**src/rtl/core/tcls_pkg.sv**
```systemverilog
// Package for the tiled copy layout search block.
// Holds controller states, command and status structs, sizing constants and the atom table.
// No dependencies.
`default_nettype none
package tcls_pkg;

    localparam int EXTENT_MAX = 65535;
    localparam int EXT_W      = 16;

    typedef enum logic [3:0] {
        ST_IDLE,
        ST_CHECK,
        ST_VF_START,
        ST_TN_CHECK,
        ST_DIV_Q,
        ST_DIV_VM,
        ST_VM_CHECK,
        ST_DIV_MOD,
        ST_UPDATE,
        ST_TN_NEXT,
        ST_VF_END,
        ST_VF_NEXT,
        ST_DONE
    } state_t;

    typedef enum logic [1:0] {
        DIV_SEL_Q,
        DIV_SEL_VM,
        DIV_SEL_MOD
    } div_sel_t;

    typedef struct packed {
        logic     load;
        logic     vf_init;
        logic     vf_dec;
        logic     tn_init;
        logic     tn_inc;
        logic     div_start;
        div_sel_t div_sel;
        logic     take_q;
        logic     take_vm;
        logic     vm_half;
        logic     update;
        logic     out_load;
    } cmd_t;

    typedef struct packed {
        logic invalid;
        logic cols_vf_ok;
        logic tn_in_range;
        logic tn_ok;
        logic skip;
        logic div_done;
        logic vm_gt1;
        logic rem_nz;
        logic have;
        logic vf_is1;
        logic out_free;
    } status_t;

    localparam logic [2:0] ATOM_ASYNC_128 = 3'd0;
    localparam logic [2:0] ATOM_ASYNC_64  = 3'd1;
    localparam logic [2:0] ATOM_ASYNC_32  = 3'd2;
    localparam logic [2:0] ATOM_VEC_128   = 3'd3;
    localparam logic [2:0] ATOM_VEC_64    = 3'd4;
    localparam logic [2:0] ATOM_VEC_32    = 3'd5;
    localparam logic [2:0] ATOM_VEC_16    = 3'd6;
    localparam logic [2:0] ATOM_UNIVERSAL = 3'd7;

    // align_log is log2 of the alignment in bits
    function automatic logic [2:0] atom_for(input logic [3:0] align_log, input logic async_ok);
        logic [2:0] code;
        begin
            code = ATOM_UNIVERSAL;
            case (align_log)
                4'd7:    code = async_ok ? ATOM_ASYNC_128 : ATOM_VEC_128;
                4'd6:    code = async_ok ? ATOM_ASYNC_64 : ATOM_VEC_64;
                4'd5:    code = async_ok ? ATOM_ASYNC_32 : ATOM_VEC_32;
                4'd4:    code = ATOM_VEC_16;
                default: code = ATOM_UNIVERSAL;
            endcase
            return code;
        end
    endfunction

endpackage
`default_nettype wire

```
**src/rtl/core/tcls_if.sv**
```systemverilog
// Request and result channel interfaces for the tiled copy layout search block.
// No dependencies.
`default_nettype none
interface tcls_req_if;
    logic        valid;
    logic        ready;
    logic [15:0] box_rows;
    logic [15:0] box_cols;
    logic [15:0] thread_count;
    logic [1:0]  elem_size_code;
    logic        to_shared;
    modport source (output valid, box_rows, box_cols, thread_count, elem_size_code, to_shared,
                    input ready);
    modport sink (input valid, box_rows, box_cols, thread_count, elem_size_code, to_shared,
                  output ready);
endinterface

interface tcls_rsp_if;
    logic        valid;
    logic        ready;
    logic        found;
    logic [15:0] thread_rows;
    logic [15:0] thread_cols;
    logic [4:0]  value_rows;
    logic [15:0] value_cols;
    logic [2:0]  atom_code;
    logic        need_predicate;
    logic [15:0] pred_rows;
    logic [15:0] pred_cols;
    modport source (output valid, found, thread_rows, thread_cols, value_rows, value_cols,
                    atom_code, need_predicate, pred_rows, pred_cols, input ready);
    modport sink (input valid, found, thread_rows, thread_cols, value_rows, value_cols,
                  atom_code, need_predicate, pred_rows, pred_cols, output ready);
endinterface
`default_nettype wire

```
**src/rtl/core/tiled_copy_layout_search_top.sv**
```systemverilog
// A rejected request goes straight to the result register. A search takes each thread-column
// candidate that passes its checks through a row division, a value-row division and the
// value-row trials, drops a padded candidate after the row division when an unpadded one is
// held, and skips columns and factors that fail their checks. One item at a time; one divider.
// A new item is taken once the previous result is in the output register.
// Reset: asynchronous, active low; clears controller state and the result valid flag.
`default_nettype none
module tiled_copy_layout_search_top (
    input  wire logic  clk,
    input  wire logic  rst_n,
    tcls_req_if.sink   req,
    tcls_rsp_if.source rsp
);
    tcls_pkg::cmd_t    cmd;
    tcls_pkg::status_t st;
    logic              rdy;

    assign req.ready = rdy;

    tcls_ctrl u_ctrl (
        .clk      (clk),
        .rst_n    (rst_n),
        .in_valid (req.valid),
        .in_ready (rdy),
        .st       (st),
        .cmd      (cmd)
    );

    tcls_datapath u_dp (
        .clk   (clk),
        .rst_n (rst_n),
        .cmd   (cmd),
        .st    (st),
        .req   (req),
        .rsp   (rsp)
    );
endmodule
`default_nettype wire

```
**src/rtl/core/tcls_div.sv**
```systemverilog
// Restoring divider, one quotient bit per cycle, 16-bit operands.
// No dependencies.
`default_nettype none
module tcls_div (
    input  wire logic        clk,
    input  wire logic        rst_n,
    input  wire logic        start,
    input  wire logic [15:0] dividend,
    input  wire logic [15:0] divisor,
    output logic             done,
    output logic [15:0]      quot,
    output logic [15:0]      rem
);
    logic [15:0] rem_reg, rem_next;
    logic [15:0] quot_reg, quot_next;
    logic [15:0] dvs_reg, dvs_next;
    logic [3:0]  cnt_reg, cnt_next;
    logic        busy_reg, busy_next;
    logic        done_reg, done_next;
    logic [16:0] partial;
    logic        ge;

    always_comb
    begin
        partial   = {rem_reg, quot_reg[15]};
        ge        = partial >= {1'b0, dvs_reg};
        rem_next  = rem_reg;
        quot_next = quot_reg;
        dvs_next  = dvs_reg;
        cnt_next  = cnt_reg;
        busy_next = busy_reg;
        done_next = 1'b0;
        if (start)
        begin
            rem_next  = '0;
            quot_next = dividend;
            dvs_next  = divisor;
            cnt_next  = '0;
            busy_next = 1'b1;
        end
        else if (busy_reg)
        begin
            rem_next  = ge ? 16'(partial - {1'b0, dvs_reg}) : partial[15:0];
            quot_next = {quot_reg[14:0], ge};
            cnt_next  = cnt_reg + 4'd1;
            if (cnt_reg == 4'd15)
            begin
                busy_next = 1'b0;
                done_next = 1'b1;
            end
        end
    end

    always_ff @(posedge clk or negedge rst_n)
    begin
        if (!rst_n)
        begin
            busy_reg <= 1'b0;
            done_reg <= 1'b0;
            cnt_reg  <= '0;
        end
        else
        begin
            busy_reg <= busy_next;
            done_reg <= done_next;
            cnt_reg  <= cnt_next;
        end
    end

    always_ff @(posedge clk)
    begin
        rem_reg  <= rem_next;
        quot_reg <= quot_next;
        dvs_reg  <= dvs_next;
    end

    assign done = done_reg;
    assign quot = quot_reg;
    assign rem  = rem_reg;
endmodule
`default_nettype wire

```
**src/rtl/core/tcls_datapath.sv**
```systemverilog
// Datapath: request registers, search counters, best candidate and result register.
// Depends on tcls_pkg, tcls_if and tcls_div.
`default_nettype none
module tcls_datapath (
    input  wire logic       clk,
    input  wire logic       rst_n,
    input  wire tcls_pkg::cmd_t cmd,
    output tcls_pkg::status_t st,
    tcls_req_if.sink        req,
    tcls_rsp_if.source      rsp
);
    logic [15:0] rows_reg, cols_reg, thr_reg;
    logic [1:0]  esc_reg;
    logic        g2s_reg;
    logic [2:0]  vf_log_reg, vf_log_next;
    logic [4:0]  tn_log_reg, tn_log_next;
    logic [15:0] q_reg;
    logic        pred_reg;
    logic [4:0]  vm_reg;
    logic [15:0] b_tm_reg, b_tn_reg, b_vn_reg;
    logic [4:0]  b_vm_reg;
    logic        b_pred_reg;
    logic        have_reg, have_next;
    logic        out_valid_reg;
    logic        o_found_reg, o_pred_reg;
    logic [15:0] o_tm_reg, o_tn_reg, o_vn_reg, o_prows_reg, o_pcols_reg;
    logic [4:0]  o_vm_reg;
    logic [2:0]  o_atom_reg;

    logic [16:0] tn;
    logic [15:0] tm, vn;
    logic [4:0]  vf, max_vf;
    logic [5:0]  span_log;
    logic [20:0] span;
    logic [15:0] div_a, div_b, div_q, div_r;
    logic        div_done;
    logic [3:0]  align_log;
    logic        async_ok;

    assign tn       = 17'(1) << tn_log_reg;
    assign tm       = thr_reg >> tn_log_reg;
    assign vn       = cols_reg >> tn_log_reg;
    assign vf       = 5'(1) << vf_log_reg;
    assign max_vf   = 5'(1) << (3'd4 - {1'b0, esc_reg});
    assign span_log = 6'(tn_log_reg) + 6'(vf_log_reg);
    assign span     = 21'(1) << span_log;
    assign align_log = 4'(vf_log_reg) + 4'd3 + 4'(esc_reg);
    assign async_ok = g2s_reg && (thr_reg[4:0] == 5'd0);

    always_comb
    begin
        case (cmd.div_sel)
            tcls_pkg::DIV_SEL_Q:
            begin
                div_a = rows_reg;
                div_b = tm;
            end
            tcls_pkg::DIV_SEL_VM:
            begin
                div_a = 16'(max_vf);
                div_b = vn;
            end
            tcls_pkg::DIV_SEL_MOD:
            begin
                div_a = q_reg;
                div_b = 16'(vm_reg);
            end
            default:
            begin
                div_a = rows_reg;
                div_b = tm;
            end
        endcase
    end

    tcls_div u_div (
        .clk      (clk),
        .rst_n    (rst_n),
        .start    (cmd.div_start),
        .dividend (div_a),
        .divisor  (div_b),
        .done     (div_done),
        .quot     (div_q),
        .rem      (div_r)
    );

    always_comb
    begin
        st.invalid     = (rows_reg == 16'd0) || (cols_reg == 16'd0) || (thr_reg < 16'd2)
                         || (32'(rows_reg) > tcls_pkg::EXTENT_MAX)
                         || (32'(cols_reg) > tcls_pkg::EXTENT_MAX);
        st.cols_vf_ok  = (cols_reg & 16'(vf - 5'd1)) == 16'd0;
        st.tn_in_range = (tn <= {1'b0, thr_reg}) && (span <= {5'd0, cols_reg});
        st.tn_ok       = ((17'(thr_reg) & (tn - 17'd1)) == 17'd0)
                         && ((17'(cols_reg) & (tn - 17'd1)) == 17'd0)
                         && ((vn & 16'(vf - 5'd1)) == 16'd0);
        st.skip        = (div_r != 16'd0) && have_reg && !b_pred_reg;
        st.div_done    = div_done;
        st.vm_gt1      = vm_reg > 5'd1;
        st.rem_nz      = div_r != 16'd0;
        st.have        = have_reg;
        st.vf_is1      = vf_log_reg == 3'd0;
        st.out_free    = !out_valid_reg || rsp.ready;
    end

    always_comb
    begin
        vf_log_next = vf_log_reg;
        tn_log_next = tn_log_reg;
        have_next   = have_reg;
        if (cmd.load)
            have_next = 1'b0;
        if (cmd.vf_init)
            vf_log_next = 3'd4 - {1'b0, esc_reg};
        if (cmd.vf_dec)
            vf_log_next = vf_log_reg - 3'd1;
        if (cmd.tn_init)
        begin
            tn_log_next = '0;
            have_next   = 1'b0;
        end
        if (cmd.tn_inc)
            tn_log_next = tn_log_reg + 5'd1;
        if (cmd.update)
            have_next = 1'b1;
    end

    always_ff @(posedge clk or negedge rst_n)
    begin
        if (!rst_n)
        begin
            vf_log_reg    <= '0;
            tn_log_reg    <= '0;
            have_reg      <= 1'b0;
            out_valid_reg <= 1'b0;
        end
        else
        begin
            vf_log_reg <= vf_log_next;
            tn_log_reg <= tn_log_next;
            have_reg   <= have_next;
            if (cmd.out_load)
                out_valid_reg <= 1'b1;
            else if (rsp.ready)
                out_valid_reg <= 1'b0;
        end
    end

    always_ff @(posedge clk)
    begin
        if (cmd.load)
        begin
            rows_reg <= req.box_rows;
            cols_reg <= req.box_cols;
            thr_reg  <= req.thread_count;
            esc_reg  <= req.elem_size_code;
            g2s_reg  <= req.to_shared;
        end
        if (cmd.take_q)
        begin
            pred_reg <= div_r != 16'd0;
            q_reg    <= div_q + 16'(div_r != 16'd0);
        end
        if (cmd.take_vm)
            vm_reg <= (div_q[15:5] == 11'd0 && div_q[4:0] != 5'd0) ? div_q[4:0] : 5'd1;
        else if (cmd.vm_half)
            vm_reg <= vm_reg >> 1;
        if (cmd.update)
        begin
            b_tm_reg   <= tm;
            b_tn_reg   <= tn[15:0];
            b_vm_reg   <= vm_reg;
            b_vn_reg   <= vn;
            b_pred_reg <= pred_reg;
        end
        if (cmd.out_load)
        begin
            o_found_reg <= have_reg;
            o_tm_reg    <= have_reg ? b_tm_reg : 16'd0;
            o_tn_reg    <= have_reg ? b_tn_reg : 16'd0;
            o_vm_reg    <= have_reg ? b_vm_reg : 5'd0;
            o_vn_reg    <= have_reg ? b_vn_reg : 16'd0;
            o_atom_reg  <= have_reg ? tcls_pkg::atom_for(align_log, async_ok) : 3'd0;
            o_pred_reg  <= have_reg && b_pred_reg;
            o_prows_reg <= (have_reg && b_pred_reg) ? rows_reg : 16'd0;
            o_pcols_reg <= (have_reg && b_pred_reg) ? cols_reg : 16'd0;
        end
    end

    assign rsp.valid          = out_valid_reg;
    assign rsp.found          = o_found_reg;
    assign rsp.thread_rows    = o_tm_reg;
    assign rsp.thread_cols    = o_tn_reg;
    assign rsp.value_rows     = o_vm_reg;
    assign rsp.value_cols     = o_vn_reg;
    assign rsp.atom_code      = o_atom_reg;
    assign rsp.need_predicate = o_pred_reg;
    assign rsp.pred_rows      = o_prows_reg;
    assign rsp.pred_cols      = o_pcols_reg;
endmodule
`default_nettype wire

```
**src/rtl/core/tcls_ctrl.sv**
```systemverilog
// Controller for the layout search: walks vector factors, thread columns and value rows.
// Depends on tcls_pkg.
`default_nettype none
module tcls_ctrl (
    input  wire logic          clk,
    input  wire logic          rst_n,
    input  wire logic          in_valid,
    output logic               in_ready,
    input  wire tcls_pkg::status_t st,
    output tcls_pkg::cmd_t     cmd
);
    tcls_pkg::state_t state_reg, state_next;

    always_ff @(posedge clk or negedge rst_n)
    begin
        if (!rst_n)
            state_reg <= tcls_pkg::ST_IDLE;
        else
            state_reg <= state_next;
    end

    always_comb
    begin
        state_next  = state_reg;
        cmd         = '0;
        cmd.div_sel = tcls_pkg::DIV_SEL_Q;
        in_ready    = 1'b0;
        case (state_reg)
            tcls_pkg::ST_IDLE:
            begin
                in_ready = 1'b1;
                if (in_valid)
                begin
                    cmd.load   = 1'b1;
                    state_next = tcls_pkg::ST_CHECK;
                end
            end
            tcls_pkg::ST_CHECK:
            begin
                if (st.invalid)
                    state_next = tcls_pkg::ST_DONE;
                else
                begin
                    cmd.vf_init = 1'b1;
                    state_next  = tcls_pkg::ST_VF_START;
                end
            end
            tcls_pkg::ST_VF_START:
            begin
                cmd.tn_init = 1'b1;
                state_next  = st.cols_vf_ok ? tcls_pkg::ST_TN_CHECK : tcls_pkg::ST_VF_NEXT;
            end
            tcls_pkg::ST_TN_CHECK:
            begin
                if (!st.tn_in_range)
                    state_next = tcls_pkg::ST_VF_END;
                else if (!st.tn_ok)
                    state_next = tcls_pkg::ST_TN_NEXT;
                else
                begin
                    cmd.div_start = 1'b1;
                    cmd.div_sel   = tcls_pkg::DIV_SEL_Q;
                    state_next    = tcls_pkg::ST_DIV_Q;
                end
            end
            tcls_pkg::ST_DIV_Q:
            begin
                if (st.div_done)
                begin
                    cmd.take_q = 1'b1;
                    if (st.skip)
                        state_next = tcls_pkg::ST_TN_NEXT;
                    else
                    begin
                        cmd.div_start = 1'b1;
                        cmd.div_sel   = tcls_pkg::DIV_SEL_VM;
                        state_next    = tcls_pkg::ST_DIV_VM;
                    end
                end
            end
            tcls_pkg::ST_DIV_VM:
            begin
                cmd.div_sel = tcls_pkg::DIV_SEL_VM;
                if (st.div_done)
                begin
                    cmd.take_vm = 1'b1;
                    state_next  = tcls_pkg::ST_VM_CHECK;
                end
            end
            tcls_pkg::ST_VM_CHECK:
            begin
                if (st.vm_gt1)
                begin
                    cmd.div_start = 1'b1;
                    cmd.div_sel   = tcls_pkg::DIV_SEL_MOD;
                    state_next    = tcls_pkg::ST_DIV_MOD;
                end
                else
                    state_next = tcls_pkg::ST_UPDATE;
            end
            tcls_pkg::ST_DIV_MOD:
            begin
                cmd.div_sel = tcls_pkg::DIV_SEL_MOD;
                if (st.div_done)
                begin
                    if (st.rem_nz)
                    begin
                        cmd.vm_half = 1'b1;
                        state_next  = tcls_pkg::ST_VM_CHECK;
                    end
                    else
                        state_next = tcls_pkg::ST_UPDATE;
                end
            end
            tcls_pkg::ST_UPDATE:
            begin
                cmd.update = 1'b1;
                state_next = tcls_pkg::ST_TN_NEXT;
            end
            tcls_pkg::ST_TN_NEXT:
            begin
                cmd.tn_inc = 1'b1;
                state_next = tcls_pkg::ST_TN_CHECK;
            end
            tcls_pkg::ST_VF_END:
                state_next = st.have ? tcls_pkg::ST_DONE : tcls_pkg::ST_VF_NEXT;
            tcls_pkg::ST_VF_NEXT:
            begin
                if (st.vf_is1)
                    state_next = tcls_pkg::ST_DONE;
                else
                begin
                    cmd.vf_dec = 1'b1;
                    state_next = tcls_pkg::ST_VF_START;
                end
            end
            tcls_pkg::ST_DONE:
            begin
                if (st.out_free)
                begin
                    cmd.out_load = 1'b1;
                    state_next   = tcls_pkg::ST_IDLE;
                end
            end
            default:
                state_next = tcls_pkg::ST_IDLE;
        endcase
    end
endmodule
`default_nettype wire

```
**src/flat_wrapper.sv**
```systemverilog
// flat-port wrapper written by rule: the top's interface ports become plain ports
module tiled_copy_layout_search_top_flat 
  (clk, rst_n, req_valid, req_box_rows, req_box_cols, req_thread_count, req_elem_size_code, req_to_shared, req_ready, rsp_valid, rsp_found, rsp_thread_rows, rsp_thread_cols, rsp_value_rows, rsp_value_cols, rsp_atom_code, rsp_need_predicate, rsp_pred_rows, rsp_pred_cols, rsp_ready);
  tcls_req_if req_i ();
  tcls_rsp_if rsp_i ();
  input  wire logic clk;
  input  wire logic rst_n;
  input wire logic [$bits(req_i.valid)-1:0] req_valid;
  input wire logic [$bits(req_i.box_rows)-1:0] req_box_rows;
  input wire logic [$bits(req_i.box_cols)-1:0] req_box_cols;
  input wire logic [$bits(req_i.thread_count)-1:0] req_thread_count;
  input wire logic [$bits(req_i.elem_size_code)-1:0] req_elem_size_code;
  input wire logic [$bits(req_i.to_shared)-1:0] req_to_shared;
  output wire logic [$bits(req_i.ready)-1:0] req_ready;
  output wire logic [$bits(rsp_i.valid)-1:0] rsp_valid;
  output wire logic [$bits(rsp_i.found)-1:0] rsp_found;
  output wire logic [$bits(rsp_i.thread_rows)-1:0] rsp_thread_rows;
  output wire logic [$bits(rsp_i.thread_cols)-1:0] rsp_thread_cols;
  output wire logic [$bits(rsp_i.value_rows)-1:0] rsp_value_rows;
  output wire logic [$bits(rsp_i.value_cols)-1:0] rsp_value_cols;
  output wire logic [$bits(rsp_i.atom_code)-1:0] rsp_atom_code;
  output wire logic [$bits(rsp_i.need_predicate)-1:0] rsp_need_predicate;
  output wire logic [$bits(rsp_i.pred_rows)-1:0] rsp_pred_rows;
  output wire logic [$bits(rsp_i.pred_cols)-1:0] rsp_pred_cols;
  input wire logic [$bits(rsp_i.ready)-1:0] rsp_ready;
  assign req_i.valid = req_valid;
  assign req_i.box_rows = req_box_rows;
  assign req_i.box_cols = req_box_cols;
  assign req_i.thread_count = req_thread_count;
  assign req_i.elem_size_code = req_elem_size_code;
  assign req_i.to_shared = req_to_shared;
  assign req_ready = req_i.ready;
  assign rsp_valid = rsp_i.valid;
  assign rsp_found = rsp_i.found;
  assign rsp_thread_rows = rsp_i.thread_rows;
  assign rsp_thread_cols = rsp_i.thread_cols;
  assign rsp_value_rows = rsp_i.value_rows;
  assign rsp_value_cols = rsp_i.value_cols;
  assign rsp_atom_code = rsp_i.atom_code;
  assign rsp_need_predicate = rsp_i.need_predicate;
  assign rsp_pred_rows = rsp_i.pred_rows;
  assign rsp_pred_cols = rsp_i.pred_cols;
  assign rsp_i.ready = rsp_ready;
  tiled_copy_layout_search_top u_core (.clk(clk), .rst_n(rst_n), .req(req_i), .rsp(rsp_i));
endmodule
```
**config.mk**
```make
export PLATFORM = sky130hd
export DESIGN_NAME = tiled_copy_layout_search_top_flat
export DESIGN_NICKNAME = d
export VERILOG_FILES = /design/src/rtl/core/tcls_pkg.sv /design/src/rtl/core/tcls_if.sv /design/src/rtl/core/tiled_copy_layout_search_top.sv /design/src/rtl/core/tcls_div.sv /design/src/rtl/core/tcls_datapath.sv /design/src/rtl/core/tcls_ctrl.sv /design/src/flat_wrapper.sv
export SDC_FILE = /design/constraint.sdc
export NUM_CORES = 1
export LEC_CHECK = 0
export CELL_PAD_IN_SITES_DETAIL_PLACEMENT = 1
export CELL_PAD_IN_SITES_GLOBAL_PLACEMENT = 1
export CORE_MARGIN = 3
export CORE_UTILIZATION = 47
export CTS_CLUSTER_DIAMETER = 50
export DETAILED_ROUTE_END_ITERATION = 10
export DONT_BUFFER_PORTS = 1
export MAX_ROUTING_LAYER = met4
export PLACE_DENSITY = 0.77
export SYNTH_ARGS = -nofsm -noshare
export SYNTH_HDL_FRONTEND = slang
export SYNTH_SLANG_ARGS = --single-unit
```
**constraint.sdc**
```tcl
create_clock -name clk -period 5.4 [get_ports clk]
set_clock_uncertainty 0.1 [all_clocks]
set_input_delay 0.81 -clock clk [delete_from_list [all_inputs] [get_ports clk]]
set_output_delay 0.81 -clock clk [all_outputs]
set_load 0.03 [all_outputs]
```
# --- Yosys cells after proc, flatten, opt, wreduce, memory -nomap -nowiden ---
# Index checks and enable logic that the tools add are counted.
totals:
  register_bits: 285
  out_inout_bits: 92
  wordCells: 184
  in_bits: 55
op_classes:
  eq_ne: 24
  n_bitwise: 4
  mux: 69
  add_sub_neg: 11
  n_reduce_logical: 32
  n_shift: 6
  order_cmp: 5
op_table:
  columns: ["op", "count"]
  rows:
  - ["logical NOT 16 bit", 4]
  - ["two-way mux 4 bit", 16]
  - ["one-hot mux 16 bit (2 select lines)", 2]
  - ["one-hot mux 4 bit (13 select lines)", 1]
  - ["two-way mux 16 bit", 3]
  - ["AND 16 x 17 -> 17 bit", 2]
  - ["logical NOT 17 bit", 2]
  - ["AND 16 bit", 2]
  - ["equality test 4 x 3 -> 1 bit (second input constant)", 8]
  - ["right shift 16 x 5 -> 16 bit", 2]
  - ["two-way mux 1 bit", 29]
  - ["two-way mux 3 bit", 9]
  - ["two-way mux 5 bit", 5]
  - ["equality test 4 bit (second input constant)", 6]
  - ["less-or-equal comparator 21 x 16 -> 1 bit", 1]
  - ["left shift 1 x 6 -> 21 bit (first input constant)", 1]
  - [">= comparator 17 x 16 -> 1 bit", 1]
  - ["less-or-equal comparator 17 x 16 -> 1 bit", 1]
  - ["left shift 1 x 5 -> 17 bit (first input constant)", 1]
  - ["subtractor 17 x 1 -> 17 bit (second input constant)", 1]
  - ["adder 16 x 1 -> 16 bit", 1]
  - ["< comparator 16 x 2 -> 1 bit (second input constant)", 1]
  - ["nonzero test 16 bit", 1]
  - ["subtractor 16 bit", 1]
  - ["31 further kinds", 50]

# --- Logic depth before layout (Yosys ltp) ---
# Gate-level depths: netlist of the first run.
logic_depth:
  word_depth: 12
  depth_mapped: 21
  ltp_nobuf: 18

# --- Least setup slack after synthesis of the first run ---
# Ideal clock, no wire load.
synth_timing:
  kind: "flip-flop to flip-flop"
  from: "register u_core.u_dp.tn_log_reg[0]"
  to: "register u_core.u_dp.u_div.quot_reg[0], in the netlist u_core.u_dp.u_div.quot[0], enable pin"
  path_slack_ns: 0.000
  arrival_time_ns: 4.925
  required_ns: 4.925
  setup_ns: 0.375
  synth_period_minus_slack_ns: 5.400
  n_path_buf: 4
  path_stages_with_launch: 19
  cell_sequence: "dfrtp_1 -> buf_2 -> inv_2 -> buf_1 -> buf_1 -> ha_1 -> nor2b_1 -> nand2_1 -> ha_1 -> nor2b_1 -> a22o_1 -> xnor2_1 -> o21ai_0 -> nand4_1 -> or4_1 -> or4_4 -> o311ai_4 -> buf_6 -> nand2b_1"
synth_between:
  elab_chain_cells: 10
  elab_cells_between_ends: 20
  cone_classes: "add/sub: 2; order compare: 2; shift: 3; mux: 3; bitwise: 3; reduce/logical: 7"
synth_rtl:
  columns: ["item", "line_no", "text"]
  rows:
  - ["start: declaration", "tcls_datapath.sv:16", "logic [4:0] tn_log_reg, tn_log_next;"]
  - ["start signal: assignment", "tcls_datapath.sv:140", "tn_log_reg <= tn_log_next;"]
  - ["left shift 1 x 5 -> 17 bit", "tcls_datapath.sv:40", "assign tn = 17'(1) << tn_log_reg;"]
  - ["subtractor 17 x 1 -> 17 bit", "tcls_datapath.sv:94, tcls_datapath.sv:95", null]
  - ["AND 16 x 17 -> 17 bit (on tied branches)", "tcls_datapath.sv:94, tcls_datapath.sv:95", null]
  - ["logical NOT 17 bit (on tied branches)", "tcls_datapath.sv:94, tcls_datapath.sv:95", null]
  - ["logical AND 1 bit", "tcls_datapath.sv:95", "&& ((17'(cols_reg) & (tn - 17'd1)) == 17'd0)"]
  - ["logical AND 1 bit", "tcls_datapath.sv:96", "&& ((vn & 16'(vf - 5'd1)) == 16'd0);"]
  - ["two-way mux 3 bit", "tcls_ctrl.sv:57", "else if (!st.tn_ok)"]
  - ["two-way mux 3 bit (*)", "tcls_ctrl.sv:55", "if (!st.tn_in_range)"]
  - ["one-hot mux 1 bit (3 select lines) (*)", "tcls_ctrl.sv:28", "case (state_reg)"]
  - ["nonzero test 2 bit (no source line) (*)", null, null]
  - ["end signal: assignment", "tcls_div.sv:73", "quot_reg <= quot_next;"]
  - ["end: declaration", "tcls_div.sv:15", "logic [15:0] quot_reg, quot_next;"]
# Every way passes the cells marked *; elsewhere a longest branch is shown, timed or not.
# A chain may end at the register's enable or synchronous reset.

# --- Worst setup path after layout of the first run ---
layout_timing:
  from: "register u_core.u_dp.vf_log_reg[1]"
  to: "register u_core.u_dp.u_div.quot_reg[9], in the netlist u_core.u_dp.u_div.quot[9], enable pin"
layout_between:
  elab_chain_cells: 9
  elab_cells_between_ends: 13
  cone_classes: "add/sub: 2; order compare: 1; shift: 2; mux: 3; bitwise: 1; reduce/logical: 4"
layout_rtl:
  columns: ["item", "line_no", "text"]
  rows:
  - ["start: declaration", "tcls_datapath.sv:15", "logic [2:0] vf_log_reg, vf_log_next;"]
  - ["start signal: assignment", "tcls_datapath.sv:139", "vf_log_reg <= vf_log_next;"]
  - ["branches (longest 6 deep; another with less-or-equal comparator 21 x 16 -> 1 bit)", null, null]
  - ["two-way mux 3 bit (*)", "tcls_ctrl.sv:55", null]
  - ["one-hot mux 1 bit (3 select lines) (*)", "tcls_ctrl.sv:28", null]
  - ["nonzero test 2 bit (no source line) (*)", null, null]
# Every way passes the cells marked *.

==> key figures, run 1 <==
Run status
  – Status: finished, final reports clean

Die
  – Die X-Extent: about 190 um
  – Die Outline Area: between 30000 and 40000 sq um
  – Initial core utilization: 0.484
  – Y dimension of the die: 187 um
  – I/O pins: ~150
  – Floorplan Core Area: 32000 sq um
  – Number of core rows: 65

Drt
  – Via density per instance: 6.08
  – Vias: around 11k
  – Residual antenna-violating net count after detailed routing: 0
  – Initial DRT Pass Iterations: 5
  – DRC violation count after routing: 0
  – Iter 0 DRT Violations: just over 800
  – Average wire per standard cell: ~24 um
  – Post-Route WL: 44.0 mm

Clock tree
  – Post-CTS setup buffer count: 0
  – H-tree level count: 2
  – Total clock sinks: ~290
  – Root Buffer Master: sky130_fd_sc_hd__clkbuf_16
  – Clock input transition at the sequential cells of the worst setup and hold paths: ~0.06 ns
  – TritonCTS clock tree: yes
  – Clock buffers created by TritonCTS: 34
  – Later-pin clock latency in the skew report: 0.54 ns
  – Maximum number of buffers from clock root to sink: 3

Hold path
  – Classification of the worst-slack hold path: in2reg

Timing
  – Transition time of the tightest slew-check pin: around 1.2 ns
  – Final hold violation count: 0
  – Final period demand of the worst path: 4.94 ns
  – Total of endpoints with negative setup slack in the final report: 0
  – Period utilisation layout: 0.915
  – Setup repair after global routing missed its margin: no
  – Max frequency: 202 MHz
  – Final slew viol count: 0
  – Slew headroom: 0.192
  – Sum Neg Setup Slack: 0 ns

Worst setup path
  – Startpoint type of the worst setup path: flip-flop
  – Kind of capture point of the worst setup path: flip-flop
  – Crit path DAT: a little over 5 ns
  – CP max FO: 19
  – Worst Path Required: around 5.5 ns
  – WS Path Type: reg2reg

GRT
  – Global Route Usage Sum: 0.256
  – Global-route wire length before repair: just under 70 mm
  – Vias in the first global route: 11.7k
  – Total grt overflow: 0
  – Largest net degree at the start of global routing: 94
  – Antenna violations before repair: 0

Cells and area
  – Fraction of final layout cells with drive strength greater than 1: 0.0867
  – Antenna diode count: 0
  – # fillers: approximately 3.4k
  – Multi-input gate area in the final layout: about 6600 sq um
  – Area growth from synthesis to layout: 11.5%
  – End-of-flow core utilization: 0.540
  – Net count reported at finish: about 1.5k
  – FF+latch area: 8300 sq um
  – Fin area: between 15000 and 20000 sq um

Yosys
  – Most used standard cell by instance count after synthesis: sky130_fd_sc_hd__edfxtp_1
  – Top cell type by total area after synthesis: sky130_fd_sc_hd__edfxtp_1
  – Area share of the largest cell type after synthesis: 0.483
  – Register bit total from synthesis: 285
  – Number of warnings issued by yosys: 0
  – Post-synthesis async set-or-reset flop share: 0.0702
  – Number of different library cells in the post-synthesis netlist: between 70 and 80
  – Synth top area cells: sky130_fd_sc_hd__edfxtp_1, sky130_fd_sc_hd__ha_1, sky130_fd_sc_hd__nor2_1
  – Number of flops mapped to enable cells by yosys: ~250
  – List of most frequent post-synthesis cells: sky130_fd_sc_hd__edfxtp_1, sky130_fd_sc_hd__nor2_1, sky130_fd_sc_hd__inv_1
  – Top FF cell, synth: sky130_fd_sc_hd__edfxtp_1
  – Post-Synthesis Net Count: between 1.5k and 2k
  – Mean post-synth cell area: approximately 11 sq um
  – Number of cells produced by synthesis: around 1.4k
  – Synth Cell Area: approximately 15000 sq um
  – Sequential element share of the synthesized area: 0.537

Power
  – Worst vdd ir: between 0.0003 and 0.0004 V
  – Reported leakage power: roughly 6.4 nW
  – Power per standard cell area: around 280 nW/um^2

Flow run
  – Number of maximum-capacitance constraint violations: 0

Place
  – Post-Place Cell Area: 16000 sq um
  – Dpl hpwl: around 32 mm
  – I/O Buffers: 0
  – Gp weighted congestion: 0.950
## what timing repair did
item                       4_1_cts  5_1_grt
setup endpoints to repair        0       16
hold buffers                     1        0
hold endpoints to repair        20        0
gates resized for setup          0        1
## placed cells by master, fill, tap and decap left out, types with 37 or more instances in the layout
master	Yosys	final
sky130_fd_sc_hd__nor2_1	141	140
sky130_fd_sc_hd__mux2i_1	50	50
sky130_fd_sc_hd__o21ai_0	50	50
sky130_fd_sc_hd__and3_1	37	37
sky130_fd_sc_hd__and2_1	68	66
sky130_fd_sc_hd__nand2_1	77	77
sky130_fd_sc_hd__a21oi_1	58	58
sky130_fd_sc_hd__ha_1	77	77
sky130_fd_sc_hd__inv_1	79	79
sky130_fd_sc_hd__edfxtp_1	249	249
## stage by stage
stage / std cells / hold WS, ns / total power [mW] / worst slack [ns]
2_1_floorplan: 1390 / 0.300 / 2.41 / 0.0705
5_1_grt: 1854 / 0.233 / 4.92 / 0.0332
4_1_cts: 1854 / 0.240 / 4.81 / 0.325
3_5_place_dp: 1792 / 0.307 / 2.41 / 0.394
3_3_place_gp: 1792 / 0.302 / 2.41 / 0.567
6_report: 1854 / 0.261 / 4.76 / 0.459
## critical path, stage by stage, from the launching register on
cell                        delay (ns)
sky130_fd_sc_hd__dfrtp_1          0.50
sky130_fd_sc_hd__inv_1            0.21
sky130_fd_sc_hd__fa_1             0.60
sky130_fd_sc_hd__nor3_1           0.26
sky130_fd_sc_hd__a311o_1          0.16
sky130_fd_sc_hd__nand3b_1         0.14
sky130_fd_sc_hd__nor3_1           0.18
sky130_fd_sc_hd__ha_1             0.28
sky130_fd_sc_hd__a2111oi_0        0.47
sky130_fd_sc_hd__o21ai_0          0.16
sky130_fd_sc_hd__a21oi_1          0.14
sky130_fd_sc_hd__a221o_1          0.24
sky130_fd_sc_hd__nand4_1          0.26
sky130_fd_sc_hd__o311ai_4         0.40
sky130_fd_sc_hd__buf_12           0.20
sky130_fd_sc_hd__nand2b_4         0.30
## layer usage
layer | track usage | wire length [um] | vias up
li1 | - | - | 5153
met1 | 0.353 | 19700 | 5610
met2 | 0.392 | 20300 | 421
met3 | 0.0425 | 2920 | 93
met4 | 0.0736 | 1140 | 0
met5 | - | 0 | -
## kinds of logic after synthesis
group	share of synthesized area
simple gates	0.163
flops	0.537
compound gates	0.112
buf+inv	0.0379
mux	0.0603
fa+ha+maj	0.0668
xor+xnor	0.0232
## report_power, final
part / internal (mW) / total [mW] / switching [mW]
sequential: 2.37 / 2.37 / 0.000000000000000106
clock: 1.43 / 2.39 / 0.958
combinational: 0.000494 / 0.00378 / 0.00329
total: 3.80 / 4.76 / 0.961
## final cells by class
class	count	share of cell area
Clock buffer	38	0.0502
Clock inverter	23	0.0182
Tap cell	435	0.0316
Multi-Input combinational cell	955	0.383
Timing Repair Buffer	37	0.0177
Sequential cell	285	0.481
Inverter	81	0.0176
## path summary, 6_finish.rpt
path                                                             to                                  start  cells after the start  slack (ns)
setup / recovery                u_core.u_dp.u_div.quot[9]$_DFFE_PP_  u_core.u_dp.vf_log_reg[1]$_DFFE_PN0P_                     15        0.46
hold / removal                    u_core.u_dp.rows_reg[4]$_DFFE_PP_                        req_box_rows[4]                      0        0.26
setup reg to reg                u_core.u_dp.u_div.quot[9]$_DFFE_PP_  u_core.u_dp.vf_log_reg[1]$_DFFE_PN0P_                     15        0.46
hold reg to reg                    u_core.u_dp.b_pred_reg$_DFFE_PP_         u_core.u_dp.pred_reg$_DFFE_PP_                      0        0.32
max in group asynchronous     u_core.u_dp.tn_log_reg[1]$_DFFE_PN0P_                                  rst_n                      1        3.67
min in group asynchronous  u_core.u_dp.u_div.cnt_reg[0]$_DFFE_PN0P_                                  rst_n                      1        0.81
(Power assumes the default switching activity.)
==> run 2, diff against run 1 <==
- PLACE_DENSITY: 0.77 -> not set
- PLACE_DENSITY_LB_ADDON: not set -> 0.1
==> run 2 against run 1 <==
Against the previous run: sequential power about the same; via count fell by 1.7%; final cell count did not move; sequential share of layout area is 0.077 points higher; sequential cell count did not move; hold slack improved by 0.015 ns; first-iteration DRC count decreased by 12%; wire length down 2.4%; critical path depth unchanged; maximum frequency hardly changed; worst setup slack gained 0.0038 ns; largest power group is now registers.
==> key figures, run 2 (synthesized netlist as in run 1, its figures left out) <==
Run status
  – Status: finished, final reports clean

Clock tree
  – H-tree level count: 2 (unchanged)
  – Clock input transition at the sequential cells of the worst setup and hold paths: 0.06 ns (about the same)
  – TritonCTS clock tree: yes
  – Total clock sinks: 285 (unchanged)
  – Maximum number of buffers from clock root to sink: 3 (unchanged)
  – Root Buffer Master: sky130_fd_sc_hd__clkbuf_16
  – Clock buffers created by TritonCTS: 35 (+2.9%)
  – Later-pin clock latency in the skew report: 0.52 ns (-0.02 ns)

Worst setup path
  – Combined buffer and inverter count along the critical path: 2 (unchanged)
  – Worst path top cell family by delay: compound AO/OA/AOI/OAI gates
  – WS Path Type: reg2reg
  – CP max FO: 47 (+28)
  – Crit path DAT: 5.11 ns (+0.05 ns)
  – Kind of capture point of the worst setup path: flip-flop
  – Cell with the most instances on the worst path: sky130_fd_sc_hd__o21ai_0
  – Cell chain of the critical path: inv_1 -> fa_2 -> o21a_1 -> o21ai_0 -> nand3b_1 -> nor3_1 -> ha_1 -> a2111oi_0 -> o21ai_0 -> a21oi_1 -> a221o_1 -> nand4_1 -> o311ai_4 -> buf_12 -> mux2_1
  – Worst Path Required: 5.57 ns (+0.05 ns)
  – Critical path's slowest cell: sky130_fd_sc_hd__dfrtp_1
  – Peak per-stage delay on the critical path: 0.51 ns (-0.09 ns)
  – Startpoint type of the worst setup path: flip-flop

Drt
  – Average wire per standard cell: 23.2 um (-2.4%)
  – Residual antenna-violating net count after detailed routing: 0 (unchanged)
  – Vias: 11.1k (-1.7%)
  – Initial DRT Pass Iterations: 4 (-1)
  – DRC violation count after routing: 0 (unchanged)
  – Via density per instance: 5.98 (-1.7%)
  – Post-Route WL: 43.0 mm (-2.4%)
  – Iter 0 DRT Violations: 722 (-12%)

Place
  – Dpl hpwl: 31.1 mm (-2.6%)
  – Placed insts: 1788 (-0.22%)
  – Gp weighted congestion: 0.929 (-2.2%)
  – Setup slack after placement: 0.318 ns (-0.0760 ns)
  – I/O Buffers: 0 (unchanged)

Power
  – Reported leakage power: 6.43 nW (-0.21%)
  – Worst vdd ir: 0.000194 V (-37%)
  – Power per standard cell area: 276 nW/um^2 (-0.15%)

GRT
  – Largest net degree at the start of global routing: 94 (unchanged)
  – Vias in the first global route: 11.5k (-1.3%)
  – Global Route Usage Sum: 0.252 (-0.00349)
  – Antenna violations before repair: 0 (unchanged)
  – Global-route wire length before repair: 67.8 mm (-1.1%)
  – Total grt overflow: 0 (unchanged)

Timing
  – Final hold violation count: 0 (unchanged)
  – Setup repair after global routing missed its margin: no
  – Transition time of the tightest slew-check pin: 1.21 ns (-0.00621 ns)
  – Worst hold slack after final layout: 0.275 ns (+0.0147 ns)
  – Period utilisation layout: 0.914 (about the same)
  – Total of endpoints with negative setup slack in the final report: 0 (unchanged)
  – Slew headroom: 0.196 (+0.00414)
  – Sum Neg Setup Slack: 0 ns (unchanged)
  – Max frequency: 203 MHz (about the same)
  – Final period demand of the worst path: 4.94 ns (-0.00380 ns)
  – Worst setup slack after layout: 0.462 ns (+0.00380 ns)
  – Final slew viol count: 0 (unchanged)

Cells and area
  – Fraction of final layout cells with drive strength greater than 1: 0.0860 (-0.000705)
  – Final Non-Filler Cells: 1854 (unchanged)
  – End-of-flow core utilization: 0.539 (-0.000861)
  – Net count reported at finish: 1527 (-0.13%)
  – Most common library cell in the layout ignoring fill and taps: sky130_fd_sc_hd__edfxtp_1
  – Most frequent cells in the layout: sky130_fd_sc_hd__edfxtp_1, sky130_fd_sc_hd__nor2_1, sky130_fd_sc_hd__inv_1, sky130_fd_sc_hd__nand2_1, sky130_fd_sc_hd__ha_1
  – Antenna diode count: 0 (unchanged)
  – Area growth from synthesis to layout: 11.3%

Die
  – Initial core utilization: 0.484 (unchanged)
  – Die X-Extent: 187 um (unchanged)
  – Number of core rows: 65 (unchanged)
  – I/O pins: 147 (unchanged)
  – Die Outline Area: 35100 sq um (unchanged)
  – Floorplan Core Area: 32000 sq um (unchanged)
  – Y dimension of the die: 187 um (unchanged)

Flow run
  – Number of maximum-capacitance constraint violations: 0 (unchanged)

Hold path
  – Classification of the worst-slack hold path: in2reg
-- run 2: changes by cell type in the layout (fill, tap and decap cells not counted), moves of 2 or more --
| cell | delta |
|---|---|
| sky130_fd_sc_hd__clkbuf_16 | +2 |
| sky130_fd_sc_hd__clkinv_2 | +3 |
| sky130_fd_sc_hd__clkbuf_1 | +3 |
| sky130_fd_sc_hd__inv_16 | -2 |
| sky130_fd_sc_hd__clkinv_4 | -3 |
| sky130_fd_sc_hd__buf_4 | -3 |
-- run 2: cell type report --
| class | instances | area [sq um] |
|---|---|---|
| flip-flops and latches | 285 | 8300 |
| well taps | 435 | 544 |
| clock inverters | 20 | 236 |
| repair buffers | 34 | 283 |
| fillers | 3369 | 14700 |
| inverters | 81 | 304 |
| multi-input cells | 955 | 6610 |
| clock buffers | 44 | 941 |
-- run 2: through the flow --
stage                     instance area, sq um  power, mW
after floorplan                          15500       2.41
after CTS                                17200       4.81
final                                    17200       4.75
after global routing                     17200       4.91
after global placement                   16000       2.41
after detailed placement                 16000       2.41
-- run 2: final timing paths --
kind	from	to	slack [ns]	cells past startpoint
worst min-delay path	req_box_rows[3]	u_core.u_dp.rows_reg[3]$_DFFE_PP_	0.28	0
worst min register to register	u_core.u_dp.pred_reg$_DFFE_PP_	u_core.u_dp.b_pred_reg$_DFFE_PP_	0.33	0
min in group asynchronous	rst_n	u_core.u_dp.u_div.cnt_reg[0]$_DFFE_PN0P_	0.62	2
max in group asynchronous	rst_n	u_core.u_dp.tn_log_reg[1]$_DFFE_PN0P_	4.40	2
worst max-delay path	u_core.u_dp.vf_log_reg[1]$_DFFE_PN0P_	u_core.u_dp.u_div.quot[14]$_DFFE_PP_	0.46	15
worst max register to register	u_core.u_dp.vf_log_reg[1]$_DFFE_PN0P_	u_core.u_dp.u_div.quot[14]$_DFFE_PP_	0.46	15
-- run 2: worst reg2reg max path, cell delays in order, from the launching register on --
cell	delay, ns
sky130_fd_sc_hd__dfrtp_1	0.51
sky130_fd_sc_hd__inv_1	0.22
sky130_fd_sc_hd__fa_2	0.51
sky130_fd_sc_hd__o21a_1	0.23
sky130_fd_sc_hd__o21ai_0	0.15
sky130_fd_sc_hd__nand3b_1	0.17
sky130_fd_sc_hd__nor3_1	0.19
sky130_fd_sc_hd__ha_1	0.29
sky130_fd_sc_hd__a2111oi_0	0.41
sky130_fd_sc_hd__o21ai_0	0.15
sky130_fd_sc_hd__a21oi_1	0.17
sky130_fd_sc_hd__a221o_1	0.21
sky130_fd_sc_hd__nand4_1	0.25
sky130_fd_sc_hd__o311ai_4	0.47
sky130_fd_sc_hd__buf_12	0.29
sky130_fd_sc_hd__mux2_1	0.38
-- run 2: per-layer routing --
layer  GRT usage  up-vias  share of wire
met3      0.0399       78          0.057
met4      0.0675        0          0.027
li1            -     5148              -
met5           -        -              0
met2       0.377      339           0.45
met1       0.360     5522           0.47
-- run 2: power breakdown --
part	leakage, nW	internal (mW)	switching, mW	total [mW]
logic	3.47	0.00197	0.00390	0.00587
registers	2.39	2.37	0.0000000000000000997	2.37
clock network	0.567	1.45	0.928	2.37
total	6.43	3.82	0.932	4.75
-- run 2: timing repair --
item                       in CTS  in global routing
setup endpoints to repair       0                  8
hold buffers                    2                  0
resized for setup               0                  1
hold endpoints to repair       20                  0
setup buffers                   0                  0
==> run 3, diff against run 2 <==
- CORE_UTILIZATION: 47 -> 48
- CTS_BUF_LIST: not set -> sky130_fd_sc_hd__clkbuf_2
==> run 3 against run 2 <==
Against the previous run: worst setup slack gained 0.023 ns; critical path depth unchanged; wire length is 1.8% higher; final cell count rose by 5.1%; non-clock buffer count rose by 57; global-route usage grew 1.4 points; hold slack got worse by 0.066 ns; clock-buffer cell count up 63; design area barely moved; sequential cell count did not move; sequential share of layout area barely moved; via count grew 4.4%; critical path type unchanged.
==> key figures, run 3 (synthesized netlist as in run 1, its figures left out) <==
Cells and area
  – Fin area: 17200 sq um (about the same)
  – End-of-flow core utilization: 0.545 (+0.00593)
  – Area growth from synthesis to layout: 11.4% (about the same)
  – Net count reported at finish: 1625 (+6.4%)
  – # fillers: 3395 (+0.77%)
  – FF+latch area: 8300 sq um (about the same)
  – Fraction of final layout cells with drive strength greater than 1: 0.123 (+0.0370)
  – Most frequent cells in the layout: sky130_fd_sc_hd__edfxtp_1, sky130_fd_sc_hd__nor2_1, sky130_fd_sc_hd__clkbuf_2, sky130_fd_sc_hd__inv_1
  – Most common library cell in the layout ignoring fill and taps: sky130_fd_sc_hd__edfxtp_1
  – Final Non-Filler Cells: 1948 (+5.1%)
  – Multi-input gate area in the final layout: 6610 sq um (about the same)

Worst setup path
  – WS Path Type: reg2reg
  – Crit path DAT: 5.44 ns (+0.33 ns)
  – Start of the worst register-to-register path: u_core.u_dp.tn_log_reg[1]$_DFFE_PN0P_
  – FF-to-FF setup slack: 0.49 ns (+0.02 ns)
  – CP max FO: 18 (-62%)
  – R2r worst-path depth: 15 (unchanged)
  – Worst Path Required: 5.93 ns (+0.36 ns)
  – R2R Path End: u_core.u_dp.u_div.quot[10]$_DFFE_PP_
  – Kind of capture point of the worst setup path: flip-flop
  – Startpoint type of the worst setup path: flip-flop

Hold path
  – Classification of the worst-slack hold path: in2async

Run status
  – Status: finished, final reports clean

GRT
  – Largest net degree at the start of global routing: 94 (unchanged)
  – Vias in the first global route: 12.0k (+4.4%)
  – Global Route Usage Sum: 0.266 (+0.0140)
  – Met3 track demand over resource: 0.0518 (+0.0119)
  – Met2 usage: 0.402 (+0.0250)
  – Global routing met1 resource utilization: 0.365 (+0.00556)
  – Global-route wire length before repair: 68.5 mm (+1.1%)
  – Layer carrying the most global-route usage: met2
  – Total grt overflow: 0 (unchanged)
  – Antenna violations before repair: 1 (+1)

Timing
  – Final period demand of the worst path: 4.91 ns (-0.0232 ns)
  – Total of endpoints with negative setup slack in the final report: 0 (unchanged)
  – Worst hold slack after final layout: 0.209 ns (-0.0662 ns)
  – Slew headroom: 0.216 (+0.0197)
  – Final hold violation count: 0 (unchanged)
  – Final slew viol count: 0 (unchanged)
  – Period utilisation layout: 0.910 (-0.00429)
  – Setup repair after global routing missed its margin: no
  – Worst setup slack after layout: 0.485 ns (+0.0232 ns)
  – Max frequency: 203 MHz (+0.47%)
  – Sum Neg Setup Slack: 0 ns (unchanged)
  – Transition time of the tightest slew-check pin: 1.18 ns (-0.0295 ns)

Power
  – Sum of internal, switching and leakage power: 3.90 mW (-18%)
  – Power per standard cell area: 226 nW/um^2 (-18%)
  – Worst vdd ir: 0.000216 V (+12%)
  – Reported leakage power: 6.62 nW (+3.0%)

Drt
  – Average wire per standard cell: 22.5 um (-3.1%)
  – Initial DRT Pass Iterations: 5 (+1)
  – Vias: 11.6k (+4.4%)
  – DRC violation count after routing: 0 (unchanged)
  – Residual antenna-violating net count after detailed routing: 0 (unchanged)
  – Iter 0 DRT Violations: 959 (+33%)
  – Via density per instance: 5.94 (-0.63%)
  – Post-Route WL: 43.8 mm (+1.8%)

Die
  – I/O pins: 147 (unchanged)
  – Die Outline Area: 34400 sq um (-2.0%)
  – Initial core utilization: 0.489 (+0.00498)
  – Floorplan Core Area: 31600 sq um (-1.0%)
  – Number of core rows: 65 (unchanged)
  – Y dimension of the die: 185 um (-1.0%)
  – Die X-Extent: 185 um (-1.0%)

Place
  – Placed insts: 1760 (-1.6%)
  – Dpl hpwl: 31.1 mm (+0.13%)
  – I/O Buffers: 0 (unchanged)
  – Setup slack after placement: 0.440 ns (+0.122 ns)
  – Post-Place Cell Area: 16000 sq um (about the same)
  – Gp weighted congestion: 1.03 (+11%)

Flow run
  – Number of maximum-capacitance constraint violations: 0 (unchanged)

Clock tree
  – H-tree level count: 3 (+1)
  – Total clock sinks: 285 (unchanged)
  – Root Buffer Master: sky130_fd_sc_hd__clkbuf_2
  – Maximum number of buffers from clock root to sink: 3 (unchanged)
  – Clock buffers created by TritonCTS: 76 (+120%)
  – TritonCTS clock tree: yes
  – Later-pin clock latency in the skew report: 0.94 ns (+0.42 ns)
  – Clock input transition at the sequential cells of the worst setup and hold paths: 0.09 ns (+0.03 ns)
[run 3: layer usage]
metal,part of all wire,routed length (um)
met2,0.45,19700
met1,0.46,20200
met4,0.024,1060
met5,0,0
met3,0.064,2810
[run 3: worst max path at each step]
| stage | slack, ns | cells after the start | start | to |
|---|---|---|---|---|
| floorplan | 0.07 | 4 | u_core.u_ctrl.state_reg[1]$_DFFE_PN0P_ | u_core.u_dp.rsp.atom_code[0]$_SDFFCE_PN0P_ |
| global placement | 0.62 | 16 | u_core.u_dp.tn_log_reg[1]$_DFFE_PN0P_ | u_core.u_dp.u_div.quot[5]$_DFFE_PP_ |
| detailed placement | 0.44 | 15 | u_core.u_dp.tn_log_reg[1]$_DFFE_PN0P_ | u_core.u_dp.u_div.quot[0]$_DFFE_PP_ |
| CTS | 0.37 | 15 | u_core.u_dp.tn_log_reg[1]$_DFFE_PN0P_ | u_core.u_dp.u_div.quot[10]$_DFFE_PP_ |
| global route | 0.08 | 15 | u_core.u_dp.tn_log_reg[1]$_DFFE_PN0P_ | u_core.u_dp.u_div.quot[10]$_DFFE_PP_ |
| finish | 0.49 | 15 | u_core.u_dp.tn_log_reg[1]$_DFFE_PN0P_ | u_core.u_dp.u_div.quot[10]$_DFFE_PP_ |
[run 3: final cells by class]
| type | count | share of cell area |
|---|---|---|
| flip-flops and latches | 285 | 0.482 |
| diodes | 1 | 0.000145 |
| multi-input cells | 955 | 0.383 |
| clock inverters | 26 | 0.00777 |
| clock buffers | 107 | 0.0311 |
| repair buffers | 91 | 0.0488 |
| well taps | 402 | 0.0292 |
| inverters | 81 | 0.0176 |
[run 3: worst max-delay path, cell delays in order, from the launching register on]
cell and delay [ns]:
sky130_fd_sc_hd__dfrtp_4 0.58, sky130_fd_sc_hd__inv_1 0.16, sky130_fd_sc_hd__fa_1 0.58, sky130_fd_sc_hd__o21a_1 0.26
sky130_fd_sc_hd__o21ai_0 0.16, sky130_fd_sc_hd__nand3b_1 0.16, sky130_fd_sc_hd__nor3_1 0.18, sky130_fd_sc_hd__ha_1 0.29
sky130_fd_sc_hd__a2111oi_1 0.38, sky130_fd_sc_hd__o21ai_0 0.15, sky130_fd_sc_hd__a21oi_1 0.16, sky130_fd_sc_hd__a221o_1 0.22
sky130_fd_sc_hd__nand4_1 0.21, sky130_fd_sc_hd__o311ai_4 0.42, sky130_fd_sc_hd__buf_4 0.27, sky130_fd_sc_hd__mux2_1 0.34
[run 3: repair_timing]
item | in CTS | in global routing
setup endpoints to repair | 0 | 37
gates resized for setup | 0 | 2
setup buffers | 0 | 0
hold endpoints to repair | 72 | 0
hold buffers | 54 | 0
[run 3: power by group]
group          total, mW  internal [mW]        switching (mW)
Clock               1.50          0.584                 0.913
Combinational     0.0366         0.0269               0.00970
Sequential          2.36           2.36  0.000000000000000107
